`config.mk`:
```
export PLATFORM = sky130hd
export DESIGN_NAME = grid_word_window_counter_top
export DESIGN_NICKNAME = d
export VERILOG_FILES = /design/src/rtl/core/gwwc_pkg.sv /design/src/rtl/core/gwwc_line_mem.sv /design/src/rtl/core/gwwc_window.sv /design/src/rtl/core/grid_word_window_counter_top.sv
export VERILOG_INCLUDE_DIRS = /design/src /design/src/rtl/core
export SDC_FILE = /design/constraint.sdc
export NUM_CORES = 2
export LEC_CHECK = 0
export ABC_AREA = 1
export BUFFER_PORTS_ARGS = -buffer_cell sky130_fd_sc_hd__buf_2
export CAP_MARGIN = 20
export CORE_ASPECT_RATIO = 0.75
export CORE_MARGIN = 2
export CORE_UTILIZATION = 52
export CTS_CLUSTER_DIAMETER = 120
export DETAILED_ROUTE_END_ITERATION = 12
export HOLD_SLACK_MARGIN = 0.08
export PLACE_DENSITY_LB_ADDON = 0.15
export SLEW_MARGIN = 20
export SYNTH_ARGS = -nofsm -noshare
export SYNTH_HDL_FRONTEND = slang
export SYNTH_SLANG_ARGS = --single-unit
```
`constraint.sdc`:
```
create_clock -name i_clk -period 12.06 [get_ports i_clk]
set_input_delay 0 -clock i_clk [delete_from_list [all_inputs] [get_ports i_clk]]
set_output_delay 0 -clock i_clk [all_outputs]
set_load 0.005 [all_outputs]
```
`src/rtl/core/grid_word_window_counter_top_assert.svh`:
```
// Assertion helpers shared by the grid word window counter modules.
`ifndef GRID_WORD_WINDOW_COUNTER_TOP_ASSERT_SVH
`define GRID_WORD_WINDOW_COUNTER_TOP_ASSERT_SVH

// Same-cycle implication, checked outside reset.
`define GWWC_ASSERT_IMP(label, clk, rst_n, ante, cons) \
    label: assert property (@(posedge clk) disable iff (!(rst_n)) (ante) |-> (cons)) \
        else $error("gwwc same-cycle check failed");

// Next-cycle implication, checked outside reset.
`define GWWC_ASSERT_NEXT(label, clk, rst_n, ante, cons) \
    label: assert property (@(posedge clk) disable iff (!(rst_n)) (ante) |=> (cons)) \
        else $error("gwwc next-cycle check failed");

`endif

```
`src/rtl/core/gwwc_pkg.sv`:
```
package gwwc_pkg;

    localparam int MAX_WIDTH_DEF   = 256;
    localparam int MAX_HEIGHT_DEF  = 256;
    localparam int ROW_WIDTH_W     = 9;
    localparam logic [ROW_WIDTH_W-1:0] ROW_WIDTH_RESET = 9'd140;
    localparam int WORD_W          = 18;
    localparam int CROSS_W         = 16;
    localparam logic [WORD_W-1:0]  WORD_MAX  = '1;
    localparam logic [CROSS_W-1:0] CROSS_MAX = '1;
    localparam int SYM_W           = 3;
    localparam int LINE_W          = 3 * SYM_W;

    typedef enum logic [SYM_W-1:0] {
        SYM_OTHER = 3'd0,
        SYM_X     = 3'd1,
        SYM_M     = 3'd2,
        SYM_A     = 3'd3,
        SYM_S     = 3'd4
    } t_sym;

    // One item on its way from the accept edge to the window stage.
    typedef struct packed {
        t_sym       code;
        logic       col_ge2;
        logic       col_ge3;
        logic       row_ge2;
        logic       row_ge3;
        logic [1:0] slot;
        logic       last;
    } t_s1;

    function automatic t_sym encode(input logic [7:0] b);
        t_sym s;
        case (b)
            8'h58:   s = SYM_X;
            8'h4D:   s = SYM_M;
            8'h41:   s = SYM_A;
            8'h53:   s = SYM_S;
            default: s = SYM_OTHER;
        endcase
        return s;
    endfunction

    function automatic t_sym line_code(input logic [LINE_W-1:0] w, input logic [1:0] idx);
        t_sym s;
        case (idx)
            2'd0:    s = t_sym'(w[0*SYM_W +: SYM_W]);
            2'd1:    s = t_sym'(w[1*SYM_W +: SYM_W]);
            2'd2:    s = t_sym'(w[2*SYM_W +: SYM_W]);
            default: s = SYM_OTHER;
        endcase
        return s;
    endfunction

    function automatic logic word4(input t_sym a, input t_sym b, input t_sym c, input t_sym d);
        return (a == SYM_X && b == SYM_M && c == SYM_A && d == SYM_S) ||
               (a == SYM_S && b == SYM_A && c == SYM_M && d == SYM_X);
    endfunction

    function automatic logic mas3(input t_sym a, input t_sym b, input t_sym c);
        return (b == SYM_A) &&
               ((a == SYM_M && c == SYM_S) || (a == SYM_S && c == SYM_M));
    endfunction

endpackage

```
`src/rtl/core/gwwc_line_mem.sv`:
```
module gwwc_line_mem #(
    parameter int DEPTH = gwwc_pkg::MAX_WIDTH_DEF,
    parameter int AW    = $clog2(DEPTH)
) (
    input  logic                        i_clk,
    input  logic                        i_rst_n,
    input  logic                        i_rd_en,
    input  logic [AW-1:0]               i_rd_addr,
    input  logic                        i_wr_en,
    input  logic [AW-1:0]               i_wr_addr,
    input  logic [gwwc_pkg::LINE_W-1:0] i_wr_data,
    output logic [gwwc_pkg::LINE_W-1:0] o_rd_data
);

    logic [gwwc_pkg::LINE_W-1:0] r_mem [0:DEPTH-1];
    logic [gwwc_pkg::LINE_W-1:0] r_rd_data;
    logic [gwwc_pkg::LINE_W-1:0] r_fwd_data;
    logic                        r_fwd;

    always_ff @(posedge i_clk) begin
        if (i_wr_en) begin
            r_mem[i_wr_addr] <= i_wr_data;
        end
        if (i_rd_en) begin
            r_rd_data  <= r_mem[i_rd_addr];
            r_fwd_data <= i_wr_data;
        end
    end

    // The array returns the old word when written and read at one edge: take the new one.
    always_ff @(posedge i_clk) begin
        if (!i_rst_n) begin
            r_fwd <= 1'b0;
        end else if (i_rd_en) begin
            r_fwd <= i_wr_en && (i_wr_addr == i_rd_addr);
        end
    end

    assign o_rd_data = r_fwd ? r_fwd_data : r_rd_data;

endmodule

```
`src/rtl/core/gwwc_window.sv`:
```
`include "grid_word_window_counter_top_assert.svh"

module gwwc_window (
    input  logic                          i_clk,
    input  logic                          i_rst_n,
    input  logic                          i_adv,
    input  gwwc_pkg::t_s1                 i_item,
    input  logic [gwwc_pkg::LINE_W-1:0]   i_line,
    output logic [gwwc_pkg::WORD_W-1:0]   o_word_total,
    output logic [gwwc_pkg::CROSS_W-1:0]  o_cross_total
);

    gwwc_pkg::t_sym r_win [0:3][0:3];
    gwwc_pkg::t_sym n_win [0:3][0:3];
    logic [gwwc_pkg::WORD_W-1:0]  r_word;
    logic [gwwc_pkg::CROSS_W-1:0] r_cross;
    logic [gwwc_pkg::WORD_W-1:0]  n_word;
    logic [gwwc_pkg::CROSS_W-1:0] n_cross;
    logic [2:0]                   add;
    logic [gwwc_pkg::WORD_W:0]    word_sum;
    logic                         cross_hit;
    logic [1:0]                   slot1;
    logic [1:0]                   slot2;

    // Rows: 0 is three lines up, 3 is the line being received.
    always_comb begin
        slot1 = (i_item.slot == 2'd2) ? 2'd0 : i_item.slot + 2'd1;
        slot2 = (slot1 == 2'd2) ? 2'd0 : slot1 + 2'd1;
        for (int k = 0; k < 4; k++) begin
            for (int j = 0; j < 3; j++) begin
                n_win[k][j] = r_win[k][j+1];
            end
        end
        n_win[0][3] = gwwc_pkg::line_code(i_line, i_item.slot);
        n_win[1][3] = gwwc_pkg::line_code(i_line, slot1);
        n_win[2][3] = gwwc_pkg::line_code(i_line, slot2);
        n_win[3][3] = i_item.code;
    end

    always_comb begin
        add = 3'd0;
        if (i_item.col_ge3 &&
            gwwc_pkg::word4(n_win[3][0], n_win[3][1], n_win[3][2], n_win[3][3])) begin
            add = add + 3'd1;
        end
        if (i_item.row_ge3 &&
            gwwc_pkg::word4(n_win[0][3], n_win[1][3], n_win[2][3], n_win[3][3])) begin
            add = add + 3'd1;
        end
        if (i_item.col_ge3 && i_item.row_ge3) begin
            if (gwwc_pkg::word4(n_win[0][0], n_win[1][1], n_win[2][2], n_win[3][3])) begin
                add = add + 3'd1;
            end
            if (gwwc_pkg::word4(n_win[3][0], n_win[2][1], n_win[1][2], n_win[0][3])) begin
                add = add + 3'd1;
            end
        end
        word_sum = {1'b0, r_word} + {{(gwwc_pkg::WORD_W-2){1'b0}}, add};
        n_word   = (word_sum > {1'b0, gwwc_pkg::WORD_MAX}) ? gwwc_pkg::WORD_MAX
                                                           : word_sum[gwwc_pkg::WORD_W-1:0];
        cross_hit = i_item.col_ge2 && i_item.row_ge2 &&
                    gwwc_pkg::mas3(n_win[1][1], n_win[2][2], n_win[3][3]) &&
                    gwwc_pkg::mas3(n_win[3][1], n_win[2][2], n_win[1][3]);
        n_cross  = (cross_hit && r_cross != gwwc_pkg::CROSS_MAX) ? r_cross + 1'b1 : r_cross;
    end

    // Clear window and totals after the last item of a grid.
    always_ff @(posedge i_clk) begin
        if (!i_rst_n) begin
            for (int k = 0; k < 4; k++) begin
                for (int j = 0; j < 4; j++) begin
                    r_win[k][j] <= gwwc_pkg::SYM_OTHER;
                end
            end
            r_word  <= '0;
            r_cross <= '0;
        end else if (i_adv) begin
            for (int k = 0; k < 4; k++) begin
                for (int j = 0; j < 4; j++) begin
                    r_win[k][j] <= i_item.last ? gwwc_pkg::SYM_OTHER : n_win[k][j];
                end
            end
            r_word  <= i_item.last ? '0 : n_word;
            r_cross <= i_item.last ? '0 : n_cross;
        end
    end

    assign o_word_total  = n_word;
    assign o_cross_total = n_cross;

    `GWWC_ASSERT_NEXT(a_word_mono, i_clk, i_rst_n, i_adv && !i_item.last, r_word >= $past(r_word))
    `GWWC_ASSERT_NEXT(a_cross_mono, i_clk, i_rst_n, i_adv && !i_item.last, r_cross >= $past(r_cross))
    `GWWC_ASSERT_NEXT(a_totals_cleared, i_clk, i_rst_n, i_adv && i_item.last, r_word == '0 && r_cross == '0)

endmodule

```
`src/rtl/core/grid_word_window_counter_top.sv`:
```
// Streaming word-search counter for a character grid sent row by row, one byte per item.
// It takes one item every cycle: the line buffer is read at the accept edge and the 4x4
// window and running counts update as the window stage takes the item, and o_valid rises
// as it takes the item marked last. The line buffer is a single memory of MAX_WIDTH
// words, each holding the same column of the three previous rows; a write that meets a
// read of the same column is forwarded. Input stalls only while a second grid's last
// item waits behind a result not yet taken. No clearing pass runs after reset. The user
// must write row_width via i_cfg_we / i_cfg_wdata while the block is idle; unenforced.
`include "grid_word_window_counter_top_assert.svh"

module grid_word_window_counter_top #(
    parameter int MAX_WIDTH  = gwwc_pkg::MAX_WIDTH_DEF,
    parameter int MAX_HEIGHT = gwwc_pkg::MAX_HEIGHT_DEF
) (
    input  logic                               i_clk,
    input  logic                               i_rst_n,
    input  logic                               i_cfg_we,
    input  logic [gwwc_pkg::ROW_WIDTH_W-1:0]   i_cfg_wdata,
    input  logic                               i_valid,
    output logic                               o_stall,
    input  logic [7:0]                         i_ch,
    input  logic                               i_last,
    output logic                               o_valid,
    input  logic                               i_stall,
    output logic [gwwc_pkg::WORD_W-1:0]        o_word_count,
    output logic [gwwc_pkg::CROSS_W-1:0]       o_cross_count
);

    localparam int CW = $clog2(MAX_WIDTH);
    localparam int RW = $clog2(MAX_HEIGHT);
    localparam int EW = (CW + 1 > gwwc_pkg::ROW_WIDTH_W) ? CW + 1 : gwwc_pkg::ROW_WIDTH_W;

    logic [gwwc_pkg::ROW_WIDTH_W-1:0] r_row_width;
    logic [CW-1:0]                    r_col;
    logic [RW-1:0]                    r_row;
    logic [1:0]                       r_slot;
    logic                             r_s1_valid;
    gwwc_pkg::t_s1                    r_s1;
    logic [CW-1:0]                    r_s1_addr;
    logic                             r_out_valid;
    logic [gwwc_pkg::WORD_W-1:0]      r_out_word;
    logic [gwwc_pkg::CROSS_W-1:0]     r_out_cross;

    logic [EW-1:0]                    rw_ext;
    logic [EW-1:0]                    wid;
    logic [EW-1:0]                    col_ext;
    logic [EW-1:0]                    col_eff_ext;
    logic [CW-1:0]                    col_eff;
    logic                             row_end;
    logic [1:0]                       slot_inc;
    logic                             acc;
    logic                             adv1;
    logic [gwwc_pkg::LINE_W-1:0]      line_rd;
    logic [gwwc_pkg::LINE_W-1:0]      line_wr;
    logic [gwwc_pkg::WORD_W-1:0]      word_total;
    logic [gwwc_pkg::CROSS_W-1:0]     cross_total;

    always_comb begin
        rw_ext = EW'(r_row_width);
        if (rw_ext == '0) begin
            wid = EW'(1);
        end else if (rw_ext > EW'(MAX_WIDTH)) begin
            wid = EW'(MAX_WIDTH);
        end else begin
            wid = rw_ext;
        end
        col_ext     = EW'(r_col);
        // A width shrunk under the current column ends the row here.
        col_eff_ext = (col_ext >= wid) ? wid - EW'(1) : col_ext;
        col_eff     = col_eff_ext[CW-1:0];
        row_end     = (col_eff_ext + EW'(1)) >= wid;
        slot_inc    = (r_slot == 2'd2) ? 2'd0 : r_slot + 2'd1;
    end

    // Hold the window stage only for a last item while the previous result is not yet taken.
    assign adv1    = r_s1_valid && !(r_s1.last && r_out_valid && i_stall);
    assign o_stall = r_s1_valid && !adv1;
    assign acc     = i_valid && !o_stall;

    always_ff @(posedge i_clk) begin
        if (!i_rst_n) begin
            r_row_width <= gwwc_pkg::ROW_WIDTH_RESET;
        end else if (i_cfg_we) begin
            r_row_width <= i_cfg_wdata;
        end
    end

    always_ff @(posedge i_clk) begin
        if (!i_rst_n) begin
            r_col  <= '0;
            r_row  <= '0;
            r_slot <= 2'd0;
        end else if (acc) begin
            if (i_last) begin
                r_col  <= '0;
                r_row  <= '0;
                r_slot <= 2'd0;
            end else if (row_end) begin
                r_col  <= '0;
                r_slot <= slot_inc;
                if (r_row < RW'(MAX_HEIGHT - 1)) begin
                    r_row <= r_row + 1'b1;
                end
            end else begin
                r_col <= col_eff + 1'b1;
            end
        end
    end

    always_ff @(posedge i_clk) begin
        if (!i_rst_n) begin
            r_s1_valid <= 1'b0;
        end else if (acc) begin
            r_s1_valid <= 1'b1;
        end else if (adv1) begin
            r_s1_valid <= 1'b0;
        end
    end

    always_ff @(posedge i_clk) begin
        if (acc) begin
            r_s1.code    <= gwwc_pkg::encode(i_ch);
            r_s1.col_ge2 <= col_eff >= CW'(2);
            r_s1.col_ge3 <= col_eff >= CW'(3);
            r_s1.row_ge2 <= r_row >= RW'(2);
            r_s1.row_ge3 <= r_row >= RW'(3);
            r_s1.slot    <= r_slot;
            r_s1.last    <= i_last;
            r_s1_addr    <= col_eff;
        end
    end

    // Replace the oldest row's code in this column with the new one.
    always_comb begin
        line_wr = line_rd;
        case (r_s1.slot)
            2'd0:    line_wr[0*gwwc_pkg::SYM_W +: gwwc_pkg::SYM_W] = r_s1.code;
            2'd1:    line_wr[1*gwwc_pkg::SYM_W +: gwwc_pkg::SYM_W] = r_s1.code;
            2'd2:    line_wr[2*gwwc_pkg::SYM_W +: gwwc_pkg::SYM_W] = r_s1.code;
            default: line_wr = line_rd;
        endcase
    end

    gwwc_line_mem #(
        .DEPTH (MAX_WIDTH),
        .AW    (CW)
    ) u_line_mem (
        .i_clk     (i_clk),
        .i_rst_n   (i_rst_n),
        .i_rd_en   (acc),
        .i_rd_addr (col_eff),
        .i_wr_en   (adv1),
        .i_wr_addr (r_s1_addr),
        .i_wr_data (line_wr),
        .o_rd_data (line_rd)
    );

    gwwc_window u_window (
        .i_clk         (i_clk),
        .i_rst_n       (i_rst_n),
        .i_adv         (adv1),
        .i_item        (r_s1),
        .i_line        (line_rd),
        .o_word_total  (word_total),
        .o_cross_total (cross_total)
    );

    always_ff @(posedge i_clk) begin
        if (!i_rst_n) begin
            r_out_valid <= 1'b0;
        end else if (adv1 && r_s1.last) begin
            r_out_valid <= 1'b1;
        end else if (!i_stall) begin
            r_out_valid <= 1'b0;
        end
    end

    always_ff @(posedge i_clk) begin
        if (adv1 && r_s1.last) begin
            r_out_word  <= word_total;
            r_out_cross <= cross_total;
        end
    end

    assign o_valid       = r_out_valid;
    assign o_word_count  = r_out_word;
    assign o_cross_count = r_out_cross;

    `GWWC_ASSERT_IMP(a_block_only_last, i_clk, i_rst_n, r_s1_valid && o_stall, r_s1.last)
    `GWWC_ASSERT_NEXT(a_result_loaded, i_clk, i_rst_n, adv1 && r_s1.last, o_valid)
    `GWWC_ASSERT_IMP(a_slot_range, i_clk, i_rst_n, r_s1_valid, r_slot != 2'd3 && r_s1.slot != 2'd3)
    `GWWC_ASSERT_NEXT(a_last_clears, i_clk, i_rst_n, acc && i_last, r_col == '0 && r_slot == 2'd0)

endmodule

```
* Yosys cells after proc, flatten, opt, wreduce, memory -nomap -nowiden
Memory sizes are Yosys's and may differ from the RTL's. A register that Yosys moved wholly into a read port is not among the register bits. Cells that the tools add are included. W data, S select, Z words.
Cells by class: add/sub/neg operators 12, $lt $le $gt $ge 9, eq/ne operators 42, mux-type cells 72, bitwise logic cells 16, reduce and logical (&&, ||, !) cells 62
Operator list (count):
- $mux W3 | 40
- $eq A3 B2 Y1 const B | 17
- $logic_and A1 B1 Y1 | 44
- $mux W8 | 5
- $mux W18 | 2
- $mux W9 | 4
- $eq A8 B7 Y1 const B | 4
- $ge A8 B2 Y1 const B | 4
- $mux W16 | 2
- $pmux W3 S3 | 3
- $eq A3 B3 Y1 const B | 7
- $add A18 B3 Y19 | 1
- $gt A19 B18 Y1 const B | 1
- $add A16 B1 Y16 const B | 1
- $add A8 B1 Y8 const B | 2
- $ne A16 B16 Y1 const B | 1
- $or A1 B1 Y1 | 16
- $eq A3 B1 Y1 const B | 4
- $pmux W3 S4 | 1
- $mux W1 | 10
- $mux W2 | 5
- $add A9 B1 Y9 const B | 1
- $ge A8 B9 Y1 | 1
- $ge A9 B9 Y1 | 1
- other kinds (17) | 36
Storage, ports and cells: bits in registers 125, bits in writable memories 2352, bits of input ports 23, output and inout port bits 36, word-level logic and storage cells 235, memories 2
Memories:
- u_line_mem.r_mem | words 256, bits a word 9, rd ports 1, clocked after memory_dff 1, write ports 1, line gwwc_line_mem.sv:15 | logic [gwwc_pkg::LINE_W-1:0] r_mem [0:DEPTH-1];
- u_window.r_win | words 4, bits a word 12, rd ports 4, clocked after memory_dff 0, write ports 4, line gwwc_window.sv:13 | gwwc_pkg::t_sym r_win [0:3][0:3];

* Depth between registers and ports, before layout
depth in word-level cells 22, gate-level depth with buffers 36, gate-level depth less buffers 34

* Modules after synthesis
From an unflattened synthesis, not the netlist that was laid out.
Second synthesis, totals: cells, all modules 8961, area total of the unflattened synthesis 102687.2 sq um
Modules (own cells, without submodules):
- gwwc_line_mem | instances 1, cells each 7866, area an instance 94287.9 sq um, seq. area each 69746.9 sq um
- gwwc_window | instances 1, cells each 647, area an instance 4369.2 sq um, seq. area each 1581.5 sq um
- grid_word_window_counter_top | instances 1, cells each 448, area an instance 4030.1 sq um, seq. area each 2142.1 sq um

* Least setup slack after synthesis
OpenSTA, ideal clock, no wires.
kind register to register, from reg r_s1[2] (netlist bit), to reg u_line_mem.r_fwd_data[7] (netlist bit), data pin, setup time 2.195 ns, arrival time 10.805 ns, data required time 9.865 ns, slack -0.940 ns, stages on the path, launching flop included 5, path buffers 0, period minus slack after synthesis 13.000 ns, cell sequence edfxtp_1 clkinv_1 nor2_1 inv_1 o21ai_0
On the way: word-level cells in the longest chain between the ends 2
Ends and longest elaborated chain:
- start: declaration | line grid_word_window_counter_top.sv:38 | gwwc_pkg::t_s1 r_s1;
- $eq A2 B2 Y1 | line grid_word_window_counter_top.sv:136 | case (r_s1.slot)
- $mux W3 | line grid_word_window_counter_top.sv:136
- named net line_wr, one bit | line grid_word_window_counter_top.sv:54 | logic [gwwc_pkg::LINE_W-1:0] line_wr;
- end signal: assignment | line gwwc_line_mem.sv:26 | r_fwd_data <= i_wr_data;
- end: declaration | line gwwc_line_mem.sv:17 | logic [gwwc_pkg::LINE_W-1:0] r_fwd_data;
The timed path passes the listed nets, and every way through them passes these cells. A chain may end at the register's enable or synchronous reset.

* Worst setup path after layout
from reg r_row_width[8] (netlist bit), to reg u_line_mem.r_rd_data[3] (netlist bit), read port of u_line_mem.r_mem, data pin
On the way: word-level cells in the longest chain between the ends 5, elaborated cells on any way between the ends 7, those cells by class add/sub: 1; order compare: 2; mux: 3; reduce/logical: 1
Ends and longest elaborated chain:
- start: declaration | line grid_word_window_counter_top.sv:33 | logic [gwwc_pkg::ROW_WIDTH_W-1:0] r_row_width;
- start signal: assignment | line grid_word_window_counter_top.sv:82 | r_row_width <= gwwc_pkg::ROW_WIDTH_RESET;
- start signal: assignment | line grid_word_window_counter_top.sv:84 | r_row_width <= i_cfg_wdata;
- $gt A9 B9 Y1 | line grid_word_window_counter_top.sv:62 | end else if (rw_ext > EW'(MAX_WIDTH)) begin
- $mux W9 | line grid_word_window_counter_top.sv:62
- $mux W9 (*) | line grid_word_window_counter_top.sv:60 | if (rw_ext == '0) begin
- $sub A9 B1 Y9 or $ge A8 B9 Y1 (tied branches) | line grid_word_window_counter_top.sv:69 | col_eff_ext = (col_ext >= wid) ? wid - EW'(1) : col_ext;
- $mux W9 (*) | line grid_word_window_counter_top.sv:69
- end: declaration | line gwwc_line_mem.sv:16 | logic [gwwc_pkg::LINE_W-1:0] r_rd_data;
Mark *: on every way between the ends. The rest lies on a longest branch, timed or not.

==> results.toml <==
[setup_path]
critPathMaxFanout = 165
critPathArrivalTime_ns = 7.42
rrSetupSlack_ns = 5.39
crit_top_cell = "nand2_1"
path_cells = "inv_2 > nand2_1 > ha_1 > nand2_1 > nor2_1 > nand2_1 > nand3_1 > nand2_1 > nand2_4 > nand2_1 > nand2_4 > buf_12 > buf_4 > buf_12 > nand2_1 > nand3_1 > nand3_1 > nand2_1 > nand3_1 > nand3_1 > nand3_1 > nand2_1"
crit_required_ns = 12.81
startpoint_type = "flop"
slowest_delay_ns = 0.75
slowest_stage = "buf_4"
endpoint_kind = "flop"
critPathKind = "flop to flop"

[yosys]
yosys-top-cells-count = "nand2_1, edfxtp_1, inv_1, nand3_1, nor2_1"
avgSynthCellArea_um2 = 10.1
synthXorXnorAreaFrac = 0.00250
synthTopCellsByArea = "edfxtp_1, nand2_1, nand3_1, inv_1, nor2_1"
synth.area.mux_share = 0.000184
synthArstFlopShare = 0
synth-edff-count = 2404
synth_cell_types = 55
yosys.area_share.adder = 0.00353
synth_fp_nets = 10800
synth_compound_area_frac = 0.0274
synth_most_common_cell = "nand2_1"
synth_flop_cell = "edfxtp_1"
synth_top_family_by_area = "simple AND/OR/NAND/NOR gates"
yosys.area.top_type = "edfxtp_1"
synth_cells = 10700
yosysSeqAreaShare = 0.677
synth_top_cell_area_share = 0.665
yosys.area_share.simple = 0.207
synth_warnings = 0
syn_area_um2 = 109000
synth-seq-cells = 2468

[clock_network]
cts.sinks = 2468
clock_path_buffers = 4
cts_inserted_buffers = 244
cts_hold_buf = 60
insertion_delay_ns = 0.91
htreeDepth = 4
clkTransAtPathRegs_ns = 0.06
post_cts_buffers = 0
cts_tree = "yes"
cts_root_buf = "clkbuf_16"
cts_resized = 0

[die]
initial_core_util = 0.522
design.die.area_um2 = 213000
die_w_um = 532
row_count = 145
top_level_ports = 59
coreArea_um2 = 208000
die_height_um = 400

[sta]
period_share = 0.553
rsz0062_at_grt = "false"
hold_violations = 0
setup_viol = 0
finalSetupTns_ns = 0
timing.fmax_mhz = 150
maxSlewViolCount = 0
fin_skew_ns = 0.0711
worst_pin_slew_ns = 1.19
slew_headroom = 0.204
fin_crit_ns = 6.67

[routing]
drtPass1Iterations = 8
ant_nets = 0
drt_wl_total_um = 308000
drc = 0
viasPerCell = 5.52
vias = 75200
drtIter0Drc = 9884
routedWlPerCell_um = 22.6

[cells_and_area]
areaGrowthSynthToFinish_pct = 9.50
drive_gt1_frac = 0.0497
fillerInstances = 17700
final_nets = 10700
final_cell_area_um2 = 119000
stdcell_count = 13600

[placement]
gp_congestion = 0.881
post-place-cells = 13100
placed_area_um2 = 111000
hpwl_um = 170000
port_buffers = 58

[run_status]
status = "complete, no violations"

[min_path]
hp-class = "primary input to flop"

[grt]
overflow = 0
antenna_found_initial = 9
grt_pass1_vias = 70800
grt_util_all_layers = 0.287
grt_max_degree = 211
gr-usage-met1 = 0.435
grt_use_met2 = 0.419
busiest_layer = "met1"
grtUsageMet3 = 0.0590
grt_first_pass_wirelength_um = 460000

[power]
total_leakage_power_nw = 48.4
peakVddDrop_v = 0.000145
powerDensity_nw_per_um2 = 171
p_total_mw = 20.3

[flow_run]
maxCapViolations = 0
worst paths after layout:
check                                            to  depth (start not counted)                       startpoint
setup / recovery  u_line_mem.r_rd_data[3]$_DFFE_PP_                         22      r_row_width[8]$_SDFFE_PN0P_
hold / removal               r_slot[1]$_SDFFE_PN0P_                          5                           i_last
setup reg to reg  u_line_mem.r_rd_data[3]$_DFFE_PP_                         22      r_row_width[8]$_SDFFE_PN0P_
hold reg to reg     u_window.r_word[0]$_SDFFE_PN0P_                          2  u_window.r_word[0]$_SDFFE_PN0P_
state kept, by name (all words and copies together) (netlist names), 2 cells and up:
| signal | count |
|---|---|
| r_s1_addr | 8 |
| u_line_mem.r_rd_data | 9 |
| u_window.r_word | 18 |
| u_line_mem.r_fwd_data | 9 |
| u_line_mem.r_mem | 2304 |
| o_word_count | 18 |
| r_row_width | 9 |
| r_row | 8 |
| u_window.r_win | 30 |
| r_col | 8 |
| u_window.r_cross | 16 |
| o_cross_count | 16 |
| r_s1 | 10 |
| r_slot | 2 |
worst max-delay path: cells and delay by family (launching register included):
family                   cells  cell delay, ns
AND/OR/NAND/NOR             17            3.10
buffers and inverters        4            2.14
flip-flops                   1            0.37
adder cells (fa/ha/maj)      1            0.35
power by group:
part	total (mW)	internal [mW]	switching, mW
combinational	3.12	0.639	2.48
sequential	10.0	9.99	0.0357
clock	7.20	3.97	3.23
kinds of logic (layout without fill, tap and decap cells):
| group | Yosys count | in the layout |
|---|---|---|
| AND/OR/NAND/NOR | 5470 | 5470 |
| flip-flops | 2468 | 2468 |
| buffers and inverters | 2233 | 2341 |
| AO/OA/AOI/OAI | 483 | 483 |
| XOR/XNOR | 31 | 31 |
| adder cells (fa/ha/maj) | 30 | 30 |
| multiplexers | 2 | 2 |
| other | 0 | 6 |
layout make-up:
type / count / area (um2) / share of cell area
inverter: 1684 / 6330 / 0.0532
antenna: 6 / 15.0 / 0.000126
tap: 2793 / 3490 / 0.0294
clock buffer: 329 / 6490 / 0.0546
timing repair buffer: 222 / 1900 / 0.0159
multi-input combinational: 6016 / 26400 / 0.222
sequential: 2468 / 73500 / 0.618
clock inverter: 106 / 781 / 0.00657
layout by cell type (no fill, tap or decap), types with 24 or more instances in the layout:
cell type	instances
nand2_1	3441
edfxtp_1	2404
inv_1	1673
nand3_1	1258
nor2_1	607
clkbuf_16	246
o211ai_1	182
a21oi_1	180
buf_4	86
clkbuf_1	81
o21ai_0	70
dfxtp_1	64
dlygate4sd3_1	60
buf_2	58
clkinv_1	55
nand3b_1	47
clkinv_2	35
ha_1	29
xor2_1	28
nand4_1	24
per-layer routing:
layer | part of all wire | vias to the layer above
met5 | 0.000042 | -
met4 | 0.028 | 2
met2 | 0.43 | 3468
met3 | 0.11 | 509
li1 | - | 34700
met1 | 0.44 | 36500
through the flow:
stage	hold WS (ns)	utilization	worst slack, ns
after floorplan	0.0989	-	-0.937
after global placement	0.241	0.534	5.49
after detailed placement	0.234	0.534	5.54
after CTS	0.0959	0.572	5.52
after global routing	0.164	0.572	4.98
final	0.164	0.572	5.39
Power figures use the tool's default switching activity.
